[config.mk]
export PLATFORM = sky130hd
export DESIGN_NAME = ir_pulse_width_remote_decoder
export DESIGN_NICKNAME = d
export VERILOG_FILES = /design/src/rtl/core/irpwd_pkg.sv /design/src/rtl/core/irpwd_regs.sv /design/src/rtl/core/irpwd_step.sv /design/src/rtl/core/ir_pulse_width_remote_decoder.sv
export SDC_FILE = /design/constraint.sdc
export NUM_CORES = 1
export LEC_CHECK = 0
export BUFFER_PORTS_ARGS = -buffer_cell sky130_fd_sc_hd__buf_2
export CORE_UTILIZATION = 50
export DETAILED_ROUTE_END_ITERATION = 10
export PLACE_DENSITY = 0.73
export SLEW_MARGIN = 20
export SYNTH_ARGS = -nofsm -noshare
export SYNTH_HDL_FRONTEND = slang
export SYNTH_SLANG_ARGS = --single-unit
[constraint.sdc]
create_clock -name clk -period 5.25 [get_ports clk]
set_clock_uncertainty 0.15 [all_clocks]
set_input_delay 0.7875 -clock clk [delete_from_list [all_inputs] [get_ports clk]]
set_output_delay 0.7875 -clock clk [all_outputs]
set_load 0.03 [all_outputs]
[src/rtl/core/irpwd_pkg.sv]
// ============================================================================
// irpwd_pkg
// shared types, register map and helpers for the ir pulse width decoder
// ============================================================================
package irpwd_pkg;

    // decoder phases
    localparam logic [1:0] PH_WAIT   = 2'd0;
    localparam logic [1:0] PH_LEADER = 2'd1;
    localparam logic [1:0] PH_DATA   = 2'd2;
    localparam logic [1:0] PH_SYNC   = 2'd3;

    // register indexes (byte address = 4 * index)
    localparam logic [2:0] REG_LEADER_WINDOW   = 3'd0;
    localparam logic [2:0] REG_ZERO_WINDOW     = 3'd1;
    localparam logic [2:0] REG_ONE_WINDOW      = 3'd2;
    localparam logic [2:0] REG_REPEAT_WINDOW   = 3'd3;
    localparam logic [2:0] REG_FRAME_BITS      = 3'd4;
    localparam logic [2:0] REG_EXPECTED_CUSTOM = 3'd5;
    localparam logic [2:0] REG_REPEAT_ON       = 3'd6;
    localparam logic [2:0] REG_GAP_LIMIT       = 3'd7;

    localparam int ADDR_W  = 5;
    localparam int DATA_W  = 32;
    localparam int WIDTH_W = 13;
    localparam int WIN_W   = 2 * WIDTH_W;

    // register reset values
    localparam logic [5:0] FRAME_BITS_RST = 6'd32;
    localparam logic [7:0] GAP_LIMIT_RST  = 8'd12;

    typedef struct packed {
        logic [WIN_W-1:0] leader_window;
        logic [WIN_W-1:0] zero_window;
        logic [WIN_W-1:0] one_window;
        logic [WIN_W-1:0] repeat_window;
        logic [5:0]       frame_bits;
        logic [15:0]      expected_custom;
        logic             repeat_on;
        logic [7:0]       gap_limit;
    } cfg_t;

    typedef struct packed {
        logic [1:0]  phase;
        logic [31:0] word;
        logic [5:0]  bits_left;
    } dec_state_t;

    typedef struct packed {
        logic       report;
        logic [7:0] key_byte;
        logic       is_repeat;
        logic       restart_release;
        logic [1:0] phase;
    } dec_result_t;

    // strict window test, width one bit wider so that low + 1 never wraps
    function automatic logic in_window(input logic [WIDTH_W:0] w,
                                       input logic [WIN_W-1:0] win);
        logic [WIDTH_W:0] lo;
        logic [WIDTH_W:0] hi;
        lo = {1'b0, win[WIDTH_W-1:0]};
        hi = {1'b0, win[WIN_W-1:WIDTH_W]};
        return (w > lo) && (w < hi);
    endfunction

endpackage

[src/rtl/core/irpwd_regs.sv]
// ============================================================================
// irpwd_regs
// apb register bank holding the decoder windows and frame settings
// ============================================================================
module irpwd_regs
    import irpwd_pkg::*;
(
    input  logic              clk,
    input  logic              rst_n,
    input  logic              psel,
    input  logic              penable,
    input  logic              pwrite,
    input  logic [ADDR_W-1:0] paddr,
    input  logic [DATA_W-1:0] pwdata,
    output logic [DATA_W-1:0] prdata,
    output logic              pready,
    output cfg_t              cfg
);

    cfg_t       cfg_reg;
    logic       wr_en;
    logic [2:0] reg_idx;

    assign pready  = 1'b1;
    assign wr_en   = psel & penable & pwrite;
    assign reg_idx = paddr[ADDR_W-1:2];
    assign cfg     = cfg_reg;

    always_ff @(posedge clk or negedge rst_n)
    begin
        if (!rst_n)
        begin
            cfg_reg.leader_window   <= '0;
            cfg_reg.zero_window     <= '0;
            cfg_reg.one_window      <= '0;
            cfg_reg.repeat_window   <= '0;
            cfg_reg.frame_bits      <= FRAME_BITS_RST;
            cfg_reg.expected_custom <= '0;
            cfg_reg.repeat_on       <= 1'b1;
            cfg_reg.gap_limit       <= GAP_LIMIT_RST;
        end
        else if (wr_en)
        begin
            case (reg_idx)
                REG_LEADER_WINDOW:   cfg_reg.leader_window   <= pwdata[WIN_W-1:0];
                REG_ZERO_WINDOW:     cfg_reg.zero_window     <= pwdata[WIN_W-1:0];
                REG_ONE_WINDOW:      cfg_reg.one_window      <= pwdata[WIN_W-1:0];
                REG_REPEAT_WINDOW:   cfg_reg.repeat_window   <= pwdata[WIN_W-1:0];
                REG_FRAME_BITS:      cfg_reg.frame_bits      <= pwdata[5:0];
                REG_EXPECTED_CUSTOM: cfg_reg.expected_custom <= pwdata[15:0];
                REG_REPEAT_ON:       cfg_reg.repeat_on       <= pwdata[0];
                REG_GAP_LIMIT:       cfg_reg.gap_limit       <= pwdata[7:0];
                default:             ;
            endcase
        end
    end

    always_comb
    begin
        case (reg_idx)
            REG_LEADER_WINDOW:   prdata = {{(DATA_W-WIN_W){1'b0}}, cfg_reg.leader_window};
            REG_ZERO_WINDOW:     prdata = {{(DATA_W-WIN_W){1'b0}}, cfg_reg.zero_window};
            REG_ONE_WINDOW:      prdata = {{(DATA_W-WIN_W){1'b0}}, cfg_reg.one_window};
            REG_REPEAT_WINDOW:   prdata = {{(DATA_W-WIN_W){1'b0}}, cfg_reg.repeat_window};
            REG_FRAME_BITS:      prdata = {26'd0, cfg_reg.frame_bits};
            REG_EXPECTED_CUSTOM: prdata = {16'd0, cfg_reg.expected_custom};
            REG_REPEAT_ON:       prdata = {31'd0, cfg_reg.repeat_on};
            REG_GAP_LIMIT:       prdata = {24'd0, cfg_reg.gap_limit};
            default:             prdata = '0;
        endcase
    end

endmodule

[src/rtl/core/irpwd_step.sv]
// ============================================================================
// irpwd_step
// next-state and result logic for one measured pulse
// ============================================================================
module irpwd_step
    import irpwd_pkg::*;
(
    input  cfg_t               cfg,
    input  dec_state_t         cur,
    input  logic [WIDTH_W-1:0] width,
    input  logic [7:0]         gap_ticks,
    output dec_state_t         nxt,
    output dec_result_t        res
);

    logic [1:0]       phase_eff;
    logic [WIDTH_W:0] w_ext;
    logic [WIDTH_W:0] w_leader;
    logic [WIDTH_W:0] w_data;
    logic             hit_leader;
    logic             hit_zero;
    logic             hit_one;
    logic             hit_repeat;
    logic [5:0]       bit_idx;
    logic [5:0]       bits_dec;
    logic [31:0]      word_set;
    logic [31:0]      word_chk;
    logic             frame_ok;
    logic             report;
    logic             is_repeat;
    logic             restart;

    assign phase_eff = (gap_ticks > cfg.gap_limit) ? PH_WAIT : cur.phase;
    assign w_ext     = {1'b0, width};

    // a zero width stands for low + 1 of the leader window (leader test) or zero window (data tests)
    assign w_leader = (width == '0) ? ({1'b0, cfg.leader_window[WIDTH_W-1:0]} + 1'b1)
                                    : w_ext;
    assign w_data   = (width == '0) ? ({1'b0, cfg.zero_window[WIDTH_W-1:0]} + 1'b1)
                                    : w_ext;

    assign hit_leader = in_window(w_leader, cfg.leader_window);
    assign hit_zero   = in_window(w_data, cfg.zero_window);
    assign hit_one    = in_window(w_data, cfg.one_window);
    assign hit_repeat = in_window(w_ext, cfg.repeat_window);

    assign bit_idx  = cfg.frame_bits - cur.bits_left;
    assign bits_dec = cur.bits_left - 6'd1;

    always_comb
    begin
        word_set = cur.word;
        if (!bit_idx[5])
            word_set[bit_idx[4:0]] = 1'b1;
    end

    // frame check runs on the word as it stands after this pulse
    assign word_chk = ((phase_eff == PH_DATA) && !hit_zero && hit_one) ? word_set
                                                                      : cur.word;
    assign frame_ok = (word_chk[15:0] == cfg.expected_custom) &&
                      ((word_chk[23:16] ^ word_chk[31:24]) == 8'hFF);

    always_comb
    begin
        nxt       = cur;
        report    = 1'b0;
        is_repeat = 1'b0;
        restart   = 1'b0;
        case (phase_eff)
            PH_WAIT:
            begin
                nxt.phase     = PH_LEADER;
                nxt.word      = '0;
                nxt.bits_left = cfg.frame_bits;
            end
            PH_LEADER:
            begin
                nxt.phase     = hit_leader ? PH_DATA : PH_WAIT;
                nxt.word      = '0;
                nxt.bits_left = cfg.frame_bits;
            end
            PH_DATA:
            begin
                nxt.phase = PH_DATA;
                if (hit_zero)
                begin
                    nxt.bits_left = bits_dec;
                end
                else if (hit_one)
                begin
                    nxt.word      = word_set;
                    nxt.bits_left = bits_dec;
                end
                else
                begin
                    nxt.phase = PH_WAIT;
                end
                if (nxt.bits_left == '0)
                begin
                    nxt.phase = PH_SYNC;
                    report    = frame_ok;
                end
            end
            default:
            begin
                nxt.phase = PH_SYNC;
                if (hit_repeat)
                begin
                    if (cfg.repeat_on)
                    begin
                        report    = frame_ok;
                        is_repeat = frame_ok;
                        restart   = 1'b1;
                    end
                end
                else
                begin
                    restart = 1'b1;
                end
            end
        endcase
    end

    assign res.report          = report;
    assign res.key_byte        = report ? nxt.word[23:16] : 8'd0;
    assign res.is_repeat       = is_repeat;
    assign res.restart_release = restart;
    assign res.phase           = nxt.phase;

endmodule

[src/rtl/core/ir_pulse_width_remote_decoder.sv]
// ============================================================================
// ir_pulse_width_remote_decoder
// nec-style ir frame decoder working on measured pulse widths
// ============================================================================
// usage
//  - input stream s_*: one request per measured pulse, tdata = {gap_ticks, width}
//  - output stream m_*: exactly one result per pulse, in pulse order
//  - apb port: eight 32-bit registers at byte offsets 0x00..0x1c; the user
//    writes them only while no pulse is in flight, which the block does not
//    enforce; pready is tied high, reads return the value
//  - path: input register, then result register; one pulse per cycle while
//    m_tready is high; the decoder state (phase, word, bit count) is updated
//    by the same combinational step that loads the result register, so each
//    pulse sees the state left by the one before
//  - stall: while m_tready is low the result register holds, one more pulse
//    waits in the input register, and s_tready drops once both are full
//  - reset: both stages empty, decoder in the wait phase, word and count
//    cleared, registers at their defaults (frame of 32 bits, gap limit 12,
//    repeats enabled, all windows zero)
// ============================================================================
module ir_pulse_width_remote_decoder
    import irpwd_pkg::*;
(
    input  logic              clk,
    input  logic              rst_n,
    // input stream
    input  logic              s_tvalid,
    output logic              s_tready,
    input  logic [23:0]       s_tdata,  // [12:0] width, [20:13] gap_ticks, rest zero
    // result stream
    output logic              m_tvalid,
    input  logic              m_tready,
    output logic [15:0]       m_tdata,  // [0] report, [8:1] key_byte, [9] is_repeat,
                                        // [10] restart_release, [12:11] phase
    // configuration
    input  logic              psel,
    input  logic              penable,
    input  logic              pwrite,
    input  logic [ADDR_W-1:0] paddr,
    input  logic [DATA_W-1:0] pwdata,
    output logic [DATA_W-1:0] prdata,
    output logic              pready
);

    cfg_t        cfg;

    // input stage
    logic               in_valid_reg;
    logic [WIDTH_W-1:0] in_width_reg;
    logic [7:0]         in_gap_reg;

    // decoder state
    dec_state_t  state_reg;
    dec_state_t  state_next;

    // result stage
    logic        out_valid_reg;
    dec_result_t out_reg;
    dec_result_t out_next;

    logic        out_load;
    logic        in_load;

    irpwd_regs u_regs (
        .clk     (clk),
        .rst_n   (rst_n),
        .psel    (psel),
        .penable (penable),
        .pwrite  (pwrite),
        .paddr   (paddr),
        .pwdata  (pwdata),
        .prdata  (prdata),
        .pready  (pready),
        .cfg     (cfg)
    );

    irpwd_step u_step (
        .cfg       (cfg),
        .cur       (state_reg),
        .width     (in_width_reg),
        .gap_ticks (in_gap_reg),
        .nxt       (state_next),
        .res       (out_next)
    );

    // the result register frees up when empty or when the sink takes it
    assign out_load = in_valid_reg && (!out_valid_reg || m_tready);
    assign s_tready = !in_valid_reg || out_load;
    assign in_load  = s_tvalid && s_tready;

    always_ff @(posedge clk or negedge rst_n)
    begin
        if (!rst_n)
        begin
            in_valid_reg  <= 1'b0;
            out_valid_reg <= 1'b0;
            state_reg     <= '{phase: PH_WAIT, word: 32'd0, bits_left: 6'd0};
        end
        else
        begin
            if (in_load)
                in_valid_reg <= 1'b1;
            else if (out_load)
                in_valid_reg <= 1'b0;

            if (out_load)
                out_valid_reg <= 1'b1;
            else if (m_tready)
                out_valid_reg <= 1'b0;

            // state advances together with the result it belongs to
            if (out_load)
                state_reg <= state_next;
        end
    end

    // payload registers, no reset needed
    always_ff @(posedge clk)
    begin
        if (in_load)
        begin
            in_width_reg <= s_tdata[WIDTH_W-1:0];
            in_gap_reg   <= s_tdata[WIDTH_W+7:WIDTH_W];
        end
        if (out_load)
            out_reg <= out_next;
    end

    assign m_tvalid = out_valid_reg;
    assign m_tdata  = {3'd0, out_reg.phase, out_reg.restart_release, out_reg.is_repeat,
                       out_reg.key_byte, out_reg.report};

    // ------------------------------------------------------------------------
    // checks
    // ------------------------------------------------------------------------

    // a key report, new or repeat, only comes out of a completed frame
    a_report_in_sync: assert property (@(posedge clk) disable iff (!rst_n)
        out_valid_reg && out_reg.report |-> out_reg.phase == PH_SYNC)
        else $error("key report outside the sync phase");

    // a repeat is always a report
    a_repeat_is_report: assert property (@(posedge clk) disable iff (!rst_n)
        out_valid_reg && out_reg.is_repeat |-> out_reg.report)
        else $error("repeat flagged without a report");

    // release restart only happens in sync
    a_restart_in_sync: assert property (@(posedge clk) disable iff (!rst_n)
        out_valid_reg && out_reg.restart_release |-> out_reg.phase == PH_SYNC)
        else $error("release restart outside the sync phase");

    // the waiting result always shows the phase the decoder is in
    a_phase_tracks_state: assert property (@(posedge clk) disable iff (!rst_n)
        out_valid_reg |-> out_reg.phase == state_reg.phase)
        else $error("result phase differs from decoder phase");

endmodule
==> tab_implementation.tex <==
\begin{tabular}{lr}
\hline
Metric & Value \\
\hline
\multicolumn{2}{l}{\textbf{Status}} \\
\quad Outcome & finished clean \\
\multicolumn{2}{l}{\textbf{Global route}} \\
\quad Vias in the first global route & between 10000 and 15000 \\
\quad GRT overflow & 0 \\
\quad Maximum number of pins on one net before global-route repair & 98 \\
\quad First-pass GRT wire length & roughly 72 mm \\
\quad Antenna violations before repair & 0 \\
\quad Total GRT Usage & 33.5\% \\
\multicolumn{2}{l}{\textbf{Setup path}} \\
\quad Highest fanout seen on the critical path & 6 \\
\quad WP buf/inv & 1 \\
\quad Origin of the critical flop-to-flop path & u\_regs.cfg[85] \\
\quad Cell family with most CP delay & simple AND/OR/NAND/NOR gates \\
\quad Kind of start point of the critical path & flop \\
\quad Endpoint of the lowest-slack register-to-register path & state\_reg[11] \\
\quad Cell depth of the worst flop-to-flop path & 16 \\
\quad Total stage count of the critical path & 16 \\
\quad Worst path most repeated cell & sky130\_fd\_sc\_hd\_\_a21oi\_1 \\
\quad Sort of element at the end of the critical path & flop \\
\quad Category of the most critical setup path & flop to flop \\
\quad Endpoint of the worst setup timing path & state\_reg[11] \\
\quad Critical-path cell with the highest stage delay & sky130\_fd\_sc\_hd\_\_nor3\_1 \\
\quad CP cell instances & and4\_1 -> nand2\_1 -> or4\_1 -> xnor2\_1 -> a21oi\_1 -> buf\_4 -> ha\_1 -> a21o\_1 -> a21oi\_1 -> o31ai\_1 -> or4b\_1 -> nor2\_2 -> nand2\_1 -> nor3\_1 -> a21oi\_1 -> nor2\_1 \\
\quad Critical path data arrival time & 5.31 ns \\
\quad Launching element of the worst setup path & u\_regs.cfg[85] \\
\quad Stage delay of the slowest cell on the critical path & 0.85 ns \\
\quad Data required time of the critical path & 5.55 ns \\
\quad Reg-to-reg slack, setup & 0.24 ns \\
\multicolumn{2}{l}{\textbf{Yosys}} \\
\quad Post-synthesis xor/xnor area fraction & approximately 1.8\% \\
\quad Post-synth design cell area & around 14000 um2 \\
\quad Number of warnings reported in the yosys synthesis log & 0 \\
\quad Post-synthesis mux area share & approximately 9\% \\
\quad Adder-cell share of the synthesized area & 10.5\% \\
\quad Largest family of logic cells by synthesized area & simple AND/OR/NAND/NOR gates \\
\quad Number of synthesized register bits & 211 \\
\quad Dominant synthesized flop cell & sky130\_fd\_sc\_hd\_\_dfrtp\_1 \\
\quad Post-synth EDFFs & 34 \\
\quad Sequential cell area fraction in the yosys report & 39.1\% \\
\quad Compound-Gate Fraction of Synth Area & 16.7\% \\
\quad Unique cell type count in the Yosys netlist & 83 \\
\quad Cells after synthesis & 1520 \\
\quad Area share of and/or/nand/nor cells after synthesis & 17.0\% \\
\quad Fraction of registers with async set or reset after synthesis & 83.9\% \\
\quad Post-Syn Area per Cell & 9.18 um2 \\
\multicolumn{2}{l}{\textbf{Floorplanning}} \\
\quad Area inside the core boundary & 27200 um2 \\
\quad Starting Density & between 50\% and 60\% \\
\quad Die H & 169 um \\
\quad Die Span X & 169 um \\
\quad Standard-cell row count & 60 \\
\quad I/O Pins & 119 \\
\quad Die area & 28600 um2 \\
\multicolumn{2}{l}{\textbf{Placed design}} \\
\quad Count of buffers inserted at the top-level ports & 97 \\
\quad GP Congestion & 0.979 \\
\quad HPWL after detailed placement & 36.0 mm \\
\multicolumn{2}{l}{\textbf{Power and ir drop}} \\
\quad Part of the power in the clock network & 23.3\% \\
\quad Switching Fraction & 42.9\% \\
\quad Areal power density over the cells & 434 nW/um2 \\
\quad Power consumption & 6.85 mW \\
\quad Internal power & 3.91 mW \\
\quad Switching power & slightly below 3 mW \\
\quad Leakage & 7.16 nW \\
\quad Worst IR Drop VDD & $\sim$0.30 mV \\
\quad Combinational power share & 43.8\% \\
\quad Sequential cell fraction of total power & 32.8\% \\
\multicolumn{2}{l}{\textbf{Clocking}} \\
\quad CTS Buf Count & 25 \\
\quad Clock Tree Root & sky130\_fd\_sc\_hd\_\_clkbuf\_16 \\
\quad Maximum count of clock buffers along a single path & 3 \\
\quad Clock latency on the worst-skew pair & 0.54 ns \\
\quad Clock tree sinks & between 200 and 250 \\
\quad TritonCTS clock tree & built \\
\quad Hold buffer count at CTS & 0 \\
\quad Deepest level of the CTS H-tree & 1 \\
\quad Worst-path clk slew & 0.06 ns \\
\multicolumn{2}{l}{\textbf{Detailed routing}} \\
\quad Remaining antenna violation count after routing & 0 \\
\quad Starting DRT DRC Count & 1188 \\
\quad Via count & around 12000 \\
\quad Vias per inst & 6.09 \\
\quad Total wire length after detailed routing & $\sim$47 mm \\
\quad Detailed-router iteration count before antenna repair & 6 \\
\quad Average wire per cell in the routed design & 23.1 um \\
\quad Remaining routing DRC violations & 0 \\
\multicolumn{2}{l}{\textbf{Finish}} \\
\quad Number of nets in the final layout & 1820 \\
\quad Most common library cell in the layout ignoring fill and taps & sky130\_fd\_sc\_hd\_\_dfrtp\_1 \\
\quad ANT cells & 0 \\
\quad Highest-count cells in the layout ignoring fill and taps & 173 x sky130\_fd\_sc\_hd\_\_dfrtp\_1, 159 x sky130\_fd\_sc\_hd\_\_nand2\_1, 138 x sky130\_fd\_sc\_hd\_\_inv\_1 \\
\quad Area added between synthesis and finish & 13.2\% \\
\quad Share of post-route cells with drive strength above 1 & 17.4\% \\
\quad Utilization after layout & 58.1\% \\
\quad Flip-flop count of the largest register after layout & 135 \\
\multicolumn{2}{l}{\textbf{Timing}} \\
\quad Fin crit share & 95.4\% \\
\quad Slew of the pin with the lowest slew margin & 1.20 ns \\
\quad Setup TNS & 0 ns \\
\quad Total count of hold-check failures in the final report & 0 \\
\quad Peak Freq & 0.200 GHz \\
\quad Fin crit period & 5.01 ns \\
\quad Number of setup violations in the final report & 0 \\
\quad RSZ-0062 raised after global routing & no \\
\quad Normalized max-slew margin & 19.2\% \\
\quad Fin. max-slew vios & 0 \\
\multicolumn{2}{l}{\textbf{Job}} \\
\quad Max Cap Viol & 0 \\
\multicolumn{2}{l}{\textbf{Hold path}} \\
\quad Min-delay worst type & input pin to async pin \\
\hline
\end{tabular}
==> power groups by stage <==
stage                     clock network (mW)  registers, mW  logic (mW)
after floorplan                            0           2.18        1.98
after global placement                     0           2.25        2.87
after detailed placement                   0           2.27        2.90
after CTS                               1.62           2.24        2.92
after global routing                    1.68           2.28        3.27
final                                   1.60           2.25        3.00
==> kinds of logic after synthesis <==
| group | count (synthesis) |
|---|---|
| xor+xnor | 28 |
| other cells | 2 |
| flops | 211 |
| fa+ha+maj | 117 |
| compound gates | 373 |
| mux | 96 |
| simple gates | 491 |
| buf+inv | 202 |
==> through the flow <==
step / instances / cell area [um2] / setup slack, ns / hold WS (ns)
6_report: 2025 / 15800 / 0.241 / 0.167
2_1_floorplan: 1528 / 14000 / 0.572 / 0.307
3_5_place_dp: 1979 / 15000 / 0.219 / 0.332
5_1_grt: 2025 / 15800 / 0.0297 / 0.262
4_1_cts: 2024 / 15800 / 0.195 / 0.219
3_3_place_gp: 1979 / 15000 / 0.318 / 0.319
==> how the worst min path moves through the flow <==
stage | start | end | slack, ns
floorplan | in_valid_reg | m_tvalid | 0.31
global placement | in_valid_reg | m_tvalid | 0.32
detailed placement | state_reg[21] | state_reg[21] | 0.33
CTS | rst_n | u_regs.cfg[124] | 0.22
global route | rst_n | u_regs.cfg[74] | 0.26
finish | rst_n | u_regs.cfg[74] | 0.17
==> layout make-up <==
cell class	instances	area, um2
fill	2512	11400
sequential	211	5460
tap	372	465
clock buffer	30	654
multi-input combinational	1115	7770
timing repair buffer	144	857
inverter	138	518
clock inverter	15	77.6
==> synth_stat cells (all sizes together) (5+ instances only) <==
cell type / number / area (um2)
dfrtp: 173 / 4330
a22oi: 6 / 45.0
xnor2: 25 / 226
buf: 24 / 131
nor2b: 39 / 244
a211oi: 10 / 85.1
nor4: 18 / 128
and3: 5 / 31.3
or3: 5 / 31.3
nor2: 118 / 445
nand4: 22 / 153
o221ai: 10 / 93.8
o211ai: 9 / 67.6
a21oi: 94 / 470
a2111oi: 7 / 81.3
o31ai: 9 / 67.6
mux2: 58 / 653
ha: 116 / 1450
a21o: 29 / 218
mux2i: 20 / 200
nand3b: 6 / 45.0
and2: 8 / 50.1
o21ai: 140 / 701
nand2b: 23 / 144
edfxtp: 34 / 1020
o22ai: 6 / 37.5
inv: 138 / 518
or2: 7 / 43.8
clkbuf: 40 / 150
a2bb2oi: 5 / 43.8
nand3: 35 / 175
nand2: 159 / 597
nor3: 32 / 160
mux4: 18 / 405
==> worst reg2reg max path, cell delays in order, from the launching register on <==
cell and delay [ns]:
sky130_fd_sc_hd__dfrtp_1 0.43, sky130_fd_sc_hd__and4_1 0.32, sky130_fd_sc_hd__nand2_1 0.16, sky130_fd_sc_hd__or4_1 0.51, sky130_fd_sc_hd__xnor2_1 0.18, sky130_fd_sc_hd__a21oi_1 0.11
sky130_fd_sc_hd__buf_4 0.17, sky130_fd_sc_hd__ha_1 0.17, sky130_fd_sc_hd__a21o_1 0.18, sky130_fd_sc_hd__a21oi_1 0.19, sky130_fd_sc_hd__o31ai_1 0.10, sky130_fd_sc_hd__or4b_1 0.61
sky130_fd_sc_hd__nor2_2 0.29, sky130_fd_sc_hd__nand2_1 0.17, sky130_fd_sc_hd__nor3_1 0.85, sky130_fd_sc_hd__a21oi_1 0.18, sky130_fd_sc_hd__nor2_1 0.15
==> layer usage <==
metal	part of all wire [%]	track usage, %	wire [um]	vias to the layer above
met3	10	9.03	4870	84
met5	0	0	0	-
met4	3.1	10.7	1470	0
met1	45	48.5	21000	6024
li1	-	-	-	5638
met2	42	48.5	19500	590
==> repair_timing <==
action                                  CTS  global route
endpoints found under the setup margin    0            11
resized for setup                         0             3
setup buffers                             0             1
Note: power is estimated with default switching activity, not from simulation.
